[src/rtl/slpm_pkg.sv]
`default_nettype none

package slpm_pkg;

  // Pattern bytes held in the configuration registers
  localparam int PATTERN_BYTES = 32;

  // Configuration port geometry
  localparam int CFG_DATA_W  = 64;
  localparam int CFG_INDEX_W = 3;

  // Defaults for the top-level parameters
  localparam int              MAX_PATTERN_DEF       = 32;
  localparam longint unsigned MAX_LINE_POSITION_DEF = 65535;

  // Width of the reported start position
  localparam int MATCH_START_W = 16;

  // Configuration register indexes
  typedef enum logic [CFG_INDEX_W-1:0] {
    REG_PATTERN_0_7,
    REG_PATTERN_8_15,
    REG_PATTERN_16_23,
    REG_PATTERN_24_31,
    REG_PATTERN_SIZE,
    REG_FOLD_CASE,
    REG_WHOLE_WORD,
    REG_INVERT_SELECT
  } cfg_reg_t;

  // Live configuration
  typedef struct packed {
    logic [8*PATTERN_BYTES-1:0] pattern;
    logic [5:0]                 pattern_size;
    logic                       fold_case;
    logic                       whole_word;
    logic                       invert_select;
  } slpm_cfg_t;

  // Input transaction payload
  typedef struct packed {
    logic [7:0] line_byte;
    logic       line_end;
    logic       no_byte;
  } slpm_in_t;

  // Result transaction payload
  typedef struct packed {
    logic                     selected;
    logic                     found;
    logic [MATCH_START_W-1:0] match_start;
  } slpm_out_t;

endpackage

`default_nettype wire

[src/rtl/single_pattern_line_matcher.sv]
`default_nettype none

// Channel   Direction  Handshake            Payload
// in_       input      in_valid/in_ready    slpm_in_t  (line_byte, line_end, no_byte)
// out_      output     out_valid/out_ready  slpm_out_t (selected, found, match_start)
// cfg_      input      cfg_we               cfg_index selects register, cfg_wdata
//
// One byte per cycle while no stalled result holds a line end. A result is
// loaded from the input register, through the window compare, into the result
// register; this single pass sets the rate.
// Reset is synchronous, active low; config resets to a one-byte zero pattern.
// A stalled result blocks only line-end transactions; other bytes keep flowing.

module single_pattern_line_matcher
  import slpm_pkg::*;
#(
  parameter int              MAX_PATTERN       = MAX_PATTERN_DEF,
  parameter longint unsigned MAX_LINE_POSITION = MAX_LINE_POSITION_DEF
) (
  input  wire logic                   clk,
  input  wire logic                   rst_n,
  input  wire logic                   in_valid,
  output logic                        in_ready,
  input  wire slpm_in_t               in_data,
  output logic                        out_valid,
  input  wire logic                   out_ready,
  output slpm_out_t                   out_data,
  input  wire logic                   cfg_we,
  input  wire logic [CFG_INDEX_W-1:0] cfg_index,
  input  wire logic [CFG_DATA_W-1:0]  cfg_wdata
);

  slpm_cfg_t cfg_q;
  slpm_out_t res;

  logic      in_vld_r, in_vld_nxt;
  slpm_in_t  in_item_r, in_item_nxt;
  logic      out_vld_r, out_vld_nxt;
  slpm_out_t out_data_r, out_data_nxt;
  logic      out_free;
  logic      proc;

  slpm_cfg u_cfg (
    .clk       (clk),
    .rst_n     (rst_n),
    .cfg_we    (cfg_we),
    .cfg_index (cfg_index),
    .cfg_wdata (cfg_wdata),
    .cfg       (cfg_q)
  );

  slpm_scan #(
    .MAX_PATTERN       (MAX_PATTERN),
    .MAX_LINE_POSITION (MAX_LINE_POSITION)
  ) u_scan (
    .clk   (clk),
    .rst_n (rst_n),
    .cfg   (cfg_q),
    .take  (proc),
    .item  (in_item_r),
    .res   (res)
  );

  // Advance the held transaction unless its result has nowhere to go
  assign out_free = !out_vld_r || out_ready;
  assign proc     = in_vld_r && (!in_item_r.line_end || out_free);
  assign in_ready = !in_vld_r || proc;

  always_comb begin
    in_vld_nxt  = in_vld_r;
    in_item_nxt = in_item_r;
    if (in_ready) begin
      in_vld_nxt  = in_valid;
      in_item_nxt = in_data;
    end
  end

  // Load the result register at a line end, drop it once taken
  always_comb begin
    out_vld_nxt  = out_vld_r;
    out_data_nxt = out_data_r;
    if (proc && in_item_r.line_end) begin
      out_vld_nxt  = 1'b1;
      out_data_nxt = res;
    end else if (out_ready) begin
      out_vld_nxt = 1'b0;
    end
  end

  always_ff @(posedge clk) begin
    if (!rst_n) begin
      in_vld_r  <= 1'b0;
      out_vld_r <= 1'b0;
    end else begin
      in_vld_r  <= in_vld_nxt;
      out_vld_r <= out_vld_nxt;
    end
  end

  always_ff @(posedge clk) begin
    in_item_r  <= in_item_nxt;
    out_data_r <= out_data_nxt;
  end

  assign out_valid = out_vld_r;
  assign out_data  = out_data_r;

  // A line end that advances always leaves a result behind
  a_end_gives_result: assert property (@(posedge clk) disable iff (!rst_n)
    proc && in_item_r.line_end |=> out_valid)
    else $error("line end advanced without a result");

  // A byte inside a line never creates a result
  a_byte_no_result: assert property (@(posedge clk) disable iff (!rst_n)
    proc && !in_item_r.line_end |=> out_valid == $past(out_vld_r && !out_ready))
    else $error("result appeared without a line end");

  // No occurrence means a zero start position
  a_start_zero: assert property (@(posedge clk) disable iff (!rst_n)
    out_valid && !out_data.found |-> out_data.match_start == '0)
    else $error("start position set without an occurrence");

  // Selection follows the invert flag
  a_select: assert property (@(posedge clk) disable iff (!rst_n)
    out_valid |-> out_data.selected == (out_data.found ^ cfg_q.invert_select))
    else $error("selected flag disagrees with found and invert");

endmodule

`default_nettype wire

[src/rtl/slpm_cfg.sv]
`default_nettype none

module slpm_cfg
  import slpm_pkg::*;
(
  input  wire logic                   clk,
  input  wire logic                   rst_n,
  input  wire logic                   cfg_we,
  input  wire logic [CFG_INDEX_W-1:0] cfg_index,
  input  wire logic [CFG_DATA_W-1:0]  cfg_wdata,
  output slpm_cfg_t                   cfg
);

  slpm_cfg_t cfg_r;
  slpm_cfg_t cfg_nxt;

  // Decode the register write
  always_comb begin
    cfg_nxt = cfg_r;
    if (cfg_we) begin
      unique case (cfg_reg_t'(cfg_index))
        REG_PATTERN_0_7:   cfg_nxt.pattern[0*CFG_DATA_W +: CFG_DATA_W] = cfg_wdata;
        REG_PATTERN_8_15:  cfg_nxt.pattern[1*CFG_DATA_W +: CFG_DATA_W] = cfg_wdata;
        REG_PATTERN_16_23: cfg_nxt.pattern[2*CFG_DATA_W +: CFG_DATA_W] = cfg_wdata;
        REG_PATTERN_24_31: cfg_nxt.pattern[3*CFG_DATA_W +: CFG_DATA_W] = cfg_wdata;
        REG_PATTERN_SIZE:  cfg_nxt.pattern_size  = cfg_wdata[5:0];
        REG_FOLD_CASE:     cfg_nxt.fold_case     = cfg_wdata[0];
        REG_WHOLE_WORD:    cfg_nxt.whole_word    = cfg_wdata[0];
        REG_INVERT_SELECT: cfg_nxt.invert_select = cfg_wdata[0];
      endcase
    end
  end

  // Hold the registers
  always_ff @(posedge clk) begin
    if (!rst_n) begin
      cfg_r.pattern       <= '0;
      cfg_r.pattern_size  <= 6'd1;
      cfg_r.fold_case     <= 1'b0;
      cfg_r.whole_word    <= 1'b0;
      cfg_r.invert_select <= 1'b0;
    end else begin
      cfg_r <= cfg_nxt;
    end
  end

  assign cfg = cfg_r;

endmodule

`default_nettype wire

[src/rtl/slpm_scan.sv]
`default_nettype none

module slpm_scan
  import slpm_pkg::*;
#(
  parameter int              MAX_PATTERN       = MAX_PATTERN_DEF,
  parameter longint unsigned MAX_LINE_POSITION = MAX_LINE_POSITION_DEF
) (
  input  wire logic      clk,
  input  wire logic      rst_n,
  input  wire slpm_cfg_t cfg,
  input  wire logic      take,
  input  wire slpm_in_t  item,
  output slpm_out_t      res
);

  localparam int DEPTH  = MAX_PATTERN + 1;
  localparam int P_W    = $clog2(MAX_PATTERN + 1);
  localparam int FILL_W = $clog2(MAX_PATTERN + 2);
  localparam int POS_W  = $clog2(MAX_LINE_POSITION + 1);
  localparam logic [POS_W-1:0]  POS_MAX  = POS_W'(MAX_LINE_POSITION);
  localparam logic [FILL_W-1:0] FILL_MAX = FILL_W'(DEPTH);

  function automatic logic is_word(input logic [7:0] b);
    return (b >= "0" && b <= "9") || (b >= "a" && b <= "z") ||
           (b >= "A" && b <= "Z") || (b == "_");
  endfunction

  // Line state
  logic [7:0]       win_r [DEPTH];
  logic [7:0]       win_nxt [DEPTH];
  logic [FILL_W-1:0] fill_r, fill_nxt;
  logic [POS_W-1:0] pos_r, pos_nxt;
  logic             hit_r, hit_nxt;
  logic [POS_W-1:0] hit_start_r, hit_start_nxt;
  logic             pend_r, pend_nxt;
  logic [POS_W-1:0] pend_start_r, pend_start_nxt;

  // Per-byte terms
  logic [7:0]       pat_byte [MAX_PATTERN];
  logic [7:0]       size_ext;
  logic [P_W-1:0]   p;
  logic             has_byte;
  logic [7:0]       c;
  logic [7:0]       shifted [DEPTH];
  logic [FILL_W-1:0] fill_inc;
  logic [POS_W-1:0] pos_inc;
  logic [P_W-1:0]   win_idx;
  logic             pat_ok;
  logic             full;
  logic             left_ok;
  logic [POS_W-1:0] start_cand;
  logic             hit_b, pend_b;
  logic [POS_W-1:0] start_b, pend_start_b;
  logic             hit_f;
  logic [POS_W-1:0] start_f;

  // Spread the pattern into bytes; bytes past the registers read as zero
  for (genvar k = 0; k < MAX_PATTERN; k++) begin : g_pat
    if (k < PATTERN_BYTES) begin : g_reg
      assign pat_byte[k] = cfg.pattern[8*k +: 8];
    end else begin : g_zero
      assign pat_byte[k] = '0;
    end
  end

  // Clamp the pattern size into 1..MAX_PATTERN
  always_comb begin
    size_ext = 8'(cfg.pattern_size);
    if (size_ext == 8'd0) begin
      size_ext = 8'd1;
    end else if (size_ext > 8'(MAX_PATTERN)) begin
      size_ext = 8'(MAX_PATTERN);
    end
    p = P_W'(size_ext);
  end

  // Fold the byte and shift it into the window
  assign has_byte = !item.no_byte;
  always_comb begin
    c = item.line_byte;
    if (cfg.fold_case && c >= "A" && c <= "Z") begin
      c = c + 8'd32;
    end
    shifted[0] = c;
    for (int j = 1; j < DEPTH; j++) begin
      shifted[j] = win_r[j-1];
    end
  end

  assign fill_inc = (fill_r < FILL_MAX) ? fill_r + FILL_W'(1) : fill_r;
  assign pos_inc  = (pos_r < POS_MAX) ? pos_r + POS_W'(1) : pos_r;

  // Compare the newest pattern-size window bytes against the pattern in parallel
  always_comb begin
    pat_ok  = 1'b1;
    win_idx = '0;
    for (int k = 0; k < MAX_PATTERN; k++) begin
      if (k < int'(p)) begin
        win_idx = P_W'(int'(p) - 1 - k);
        if (shifted[win_idx] != pat_byte[k]) begin
          pat_ok = 1'b0;
        end
      end
    end
  end

  assign full    = 8'(fill_inc) >= size_ext;
  assign left_ok = (8'(fill_inc) <= size_ext) || !is_word(shifted[p]);

  // Start of an occurrence that ends at this byte
  always_comb begin
    if (pos_r >= POS_MAX) begin
      start_cand = POS_MAX;
    end else if (pos_r >= POS_W'(size_ext - 8'd1)) begin
      start_cand = pos_r - POS_W'(size_ext - 8'd1);
    end else begin
      start_cand = '0;
    end
  end

  // Resolve the pending right edge, then record a new occurrence
  always_comb begin
    hit_b        = hit_r;
    start_b      = hit_start_r;
    pend_b       = pend_r;
    pend_start_b = pend_start_r;
    if (has_byte) begin
      pend_b = 1'b0;
      if (pend_r && !is_word(c) && !hit_r) begin
        hit_b   = 1'b1;
        start_b = pend_start_r;
      end
      if (full && pat_ok && !hit_b) begin
        if (!cfg.whole_word) begin
          hit_b   = 1'b1;
          start_b = start_cand;
        end else if (left_ok) begin
          pend_b       = 1'b1;
          pend_start_b = start_cand;
        end
      end
    end
  end

  // A pending occurrence qualifies at the line edge
  assign hit_f   = hit_b || pend_b;
  assign start_f = hit_b ? start_b : pend_start_b;

  always_comb begin
    res.found       = hit_f;
    res.selected    = hit_f ^ cfg.invert_select;
    res.match_start = hit_f ? MATCH_START_W'(start_f) : '0;
  end

  // Next line state; clear fill, position and occurrence flags at the line end
  always_comb begin
    fill_nxt       = fill_r;
    pos_nxt        = pos_r;
    hit_nxt        = hit_r;
    pend_nxt       = pend_r;
    hit_start_nxt  = hit_start_r;
    pend_start_nxt = pend_start_r;
    win_nxt        = win_r;
    if (take) begin
      hit_start_nxt  = start_b;
      pend_start_nxt = pend_start_b;
      if (has_byte) begin
        win_nxt = shifted;
      end
      if (item.line_end) begin
        fill_nxt = '0;
        pos_nxt  = '0;
        hit_nxt  = 1'b0;
        pend_nxt = 1'b0;
      end else begin
        if (has_byte) begin
          fill_nxt = fill_inc;
          pos_nxt  = pos_inc;
        end
        hit_nxt  = hit_b;
        pend_nxt = pend_b;
      end
    end
  end

  always_ff @(posedge clk) begin
    if (!rst_n) begin
      fill_r <= '0;
      pos_r  <= '0;
      hit_r  <= 1'b0;
      pend_r <= 1'b0;
    end else begin
      fill_r <= fill_nxt;
      pos_r  <= pos_nxt;
      hit_r  <= hit_nxt;
      pend_r <= pend_nxt;
    end
  end

  // Window bytes and start positions carry no reset
  always_ff @(posedge clk) begin
    win_r        <= win_nxt;
    hit_start_r  <= hit_start_nxt;
    pend_start_r <= pend_start_nxt;
  end

endmodule

`default_nettype wire
[config.mk]
export PLATFORM = sky130hd
export DESIGN_NAME = single_pattern_line_matcher
export DESIGN_NICKNAME = d
export VERILOG_FILES = /design/src/rtl/slpm_pkg.sv /design/src/rtl/single_pattern_line_matcher.sv /design/src/rtl/slpm_cfg.sv /design/src/rtl/slpm_scan.sv
export SDC_FILE = /design/constraint.sdc
export NUM_CORES = 2
export LEC_CHECK = 0
export BUFFER_PORTS_ARGS = -buffer_cell sky130_fd_sc_hd__buf_2
export CORE_UTILIZATION = 35
export CTS_CLUSTER_DIAMETER = 50
export CTS_CLUSTER_SIZE = 10
export DETAILED_ROUTE_END_ITERATION = 8
export MAX_ROUTING_LAYER = met4
export SLEW_MARGIN = 20
export SYNTH_ARGS = -nofsm -noshare
export SYNTH_HDL_FRONTEND = slang
export SYNTH_SLANG_ARGS = --single-unit
export TNS_END_PERCENT = 10
[constraint.sdc]
create_clock -name clk -period 21.2 [get_ports clk]
set_input_delay 1.06 -clock clk [delete_from_list [all_inputs] [get_ports clk]]
set_output_delay 1.06 -clock clk [all_outputs]
set_load 0.01 [all_outputs]
==> key figures <==
Outcome
  • Status: completed

Routing
  • WL final: 314 mm
  • Met2 WL post-DR: 130 mm
  • DR WL met3: 36.4 mm
  • DR WL/cell: 35.5 um
  • Total number of vias: 60,667
  • Drt first pass iters: 7
  • DRC viols: 0
  • Highest metal used: met4
  • Vias per cell: 6.85
  • Met1 wire length: 118 mm
  • Post-DRT Antenna Nets: 0
  • 1st-iter DRT viols: 9,766

Clocking
  • Clock buffer depth: 3
  • CTS tree: done
  • Clock Latency Late Sink: 820 ps
  • CTS Root Cell: clkbuf_16
  • TritonCTS Buffers: 97
  • Hold buffers post-CTS: 0
  • Worst-path clk slew: 60 ps
  • H-tree levels: 3
  • PostCTS Resize Cnt: 0
  • Postcts setup bufs: 0
  • Clk sink count: 607

Worst setup path
  • Setup crit end kind: register
  • Reg2Reg Depth: 27
  • Worst reg2reg path startpoint: u_cfg.cfg[8]
  • CP delay by family, top: simple AND/OR/NAND/NOR gates
  • Critical path's slowest cell: nor4bb_1
  • Worst Setup Path Type: register to register
  • CP max FO: 53
  • Worst Path Required: 21,730 ps
  • Cell mode on critical path: buf_4
  • CP bufs+invs: 5
  • Worst reg2reg endpoint: out_data[17]
  • CP peak stage delay: 730 ps
  • Setup crit start kind: register
  • R2R Setup Slk: 9030 ps
  • Crit path arrival time: 12,700 ps

Worst hold path
  • Worst hold start: in_data[4]
  • Min-delay worst type: input pin to register
  • Worst hold path endpoint: in_item_r[4]
  • WHS Path Cells: 1

STA
  • Final setup fails: 0
  • Fin crit share: 57.4%
  • Fin worst setup slack: 9030 ps
  • Slew Limit Fails: 0
  • Slew @ Worst Pin: 1360 ps
  • RSZ-0062 raised after global routing: no
  • Worst Hold Slack: 446 ps
  • TNS Setup: 0 ps
  • Final hold vios: 0
  • Slew HR: 8.13%
  • Fmax: 82.2 MHz
  • Setup Skew: 83.6 ps
  • Min Tclk post-route: 12,170 ps

Yosys
  • Synth Net Count: 6,876
  • Ys async rst share: 0%
  • Ys Warns: 0
  • Top FF cell, synth: edfxtp_1
  • Cell Area, Synth: 58,000 sq um
  • Seq/Total Area, Yosys: 26.4%
  • Synth cell types: 104
  • Post-Syn Instances: 6,748
  • Synthesized area per cell: 8.60 sq um
  • Post-synth EDFFs: 316
  • Synth Register Bits: 607

Power and ir drop
  • Comb pwr share: 28.2%
  • Peak VDD IR: 0.0668 mV
  • Leakage: 23.2 nW
  • Reg power frac: 32.2%
  • Total power: 4.10 mW
  • Switching Share: 36.6%
  • Cell-internal power: 2.60 mW
  • PD cells: 63.8 nW/um^2
  • Switch Pwr: 1.50 mW
  • Clock power share: 39.6%

Die
  • Starting density of the core: 35.2%
  • # IOs: 102
  • Core ar.: 165,000 sq um
  • Die area: 167,000 sq um
  • Height of the die: 409 um
  • Row Count: 149
  • Die width: 409 um

Cells and area
  • Layout cells sized above 1: 15.2%
  • Non-Filler Instances: 8,852
  • Nets@finish: 6,694
  • Layout area overhead: 10.7%
  • Post-route cell area: 64,200 sq um
  • Final Util: 39.0%

Placed design
  • Pre-CTS WS: 9860 ps
  • Placed Cells: 8,654
  • Hpwl dp: 234 mm
  • Number of port buffers: 101
  • GP Congestion: 1.14
  • Area of placed instances: 60,900 sq um

GRT
  • GRT Residual Overflow: 0
  • GRT Overall Usage: 37.3%
  • Vias in the first global route: 54,807
  • Global-route wire length before repair: 436 mm
  • Antenna violations before repair: 21
  • Pin count of the biggest net entering global routing: 205

Flow run
  • Max-capacitance violation count: 0
==> flip-flops by register name, summed over array words and instances, names as in the netlist, 6 cells and up <==
register and count:
u_scan.pos_r 16, u_scan.shifted 256, u_cfg.cfg 265, in_item_r 10, u_scan.pend_start_r 16, u_scan.fill_r 6, u_scan.hit_start_r 16, out_data 18
==> layer usage <==
layer,global-route usage [%],up-vias
met5,-,-
met4,27.9,0
met3,9.72,968
met2,52.6,4172
met1,45.3,29984
li1,-,25543
==> synthesized netlist by cell type (all sizes together), types with 133 or more instances <==
master / instances / area, sq um
o21ai: 259 / 1310
edfxtp: 316 / 9490
nor2: 359 / 1350
buf: 209 / 1030
mux4: 212 / 4790
xnor2: 208 / 1820
a21oi: 303 / 1550
inv: 174 / 656
clkbuf: 403 / 1510
mux2: 139 / 1600
nor3: 133 / 666
a21boi: 264 / 1980
nand2: 916 / 3440
mux2i: 522 / 5230
dfxtp: 291 / 5830
nand3: 191 / 956
==> final cells by class <==
| class | count | area, sq um |
|---|---|---|
| fillers | 16483 | 101000 |
| well taps | 2189 | 2740 |
| flip-flops and latches | 607 | 15300 |
| clock inverters | 48 | 559 |
| diodes | 23 | 57.6 |
| inverters | 184 | 703 |
| clock buffers | 125 | 2700 |
| repair buffers | 331 | 2390 |
| multi-input cells | 5345 | 39800 |
==> how the worst max path moves through the flow <==
stage	cells after the start	slack, ps	start	end
2_1_floorplan	11	6210	out_ready	u_scan.pos_r[15]
3_3_place_gp	28	9880	u_cfg.cfg[5]	out_data[17]
3_5_place_dp	28	9860	u_cfg.cfg[5]	out_data[17]
4_1_cts	27	9810	u_cfg.cfg[8]	out_data[17]
5_1_grt	27	9120	u_cfg.cfg[8]	out_data[17]
6_report	27	9030	u_cfg.cfg[8]	out_data[17]
==> cells in the final DEF, fill, tap and decap left out, drive strengths merged, types with 53 or more instances in the layout <==
cell    count
nor2      359
edfxtp    316
a21boi    264
o21ai     259
mux2      139
buf       331
dfxtp     291
nor4       53
xnor2     208
a211oi     83
a22oi      60
nor3      133
nand3     191
a221oi     78
nand2     916
o221ai     65
o211ai     99
o31ai      60
xor2       99
a21oi     303
clkbuf    125
nor4b      71
inv       191
nor2b      73
a31oi     101
mux2i     522
mux4      212
o22ai     106
==> worst reg2reg max path, cell delays in order (launching register included) <==
cell and delay (ps):
dfxtp_4 690, nor2b_4 90, buf_4 310, inv_6 540, ha_1 720, or3b_2 530
nor2_1 570, buf_4 360, nor2_4 80, buf_4 290, ha_1 300, nor4bb_1 730
a21oi_1 240, o31ai_1 610, nand2_1 630, nor2_1 640, nand3_1 150, a311oi_1 290
a31oi_1 80, nor4_1 390, a41oi_1 530, a2111oi_0 670, nand4b_1 580, or4_1 720
buf_4 270, nand2_1 560, or2_2 250, xor2_1 60
==> logic make-up (layout without fill, tap and decap cells) <==
group | Yosys count | in the layout | share of synthesized area (%)
mux | 873 | 873 | 20.0
compound gates | 1949 | 1949 | 24.0
xor+xnor | 308 | 308 | 4.67
fa+ha+maj | 49 | 49 | 1.06
buf+inv | 796 | 688 | 5.59
other cells | 0 | 23 | 0
simple gates | 2166 | 2166 | 18.2
flops | 607 | 607 | 26.4
==> power groups by stage <==
| stage | Sequential (mW) | Clock [mW] | Combinational (mW) |
|---|---|---|---|
| 6_report | 1.32 | 1.62 | 1.16 |
| 5_1_grt | 1.32 | 1.69 | 1.18 |
| 4_1_cts | 1.31 | 1.64 | 1.10 |
| 3_5_place_dp | 1.34 | 0 | 1.10 |
| 3_3_place_gp | 1.34 | 0 | 1.10 |
| 2_1_floorplan | 1.32 | 0 | 0.678 |
No activity file was read; power rests on OpenSTA's default activity.
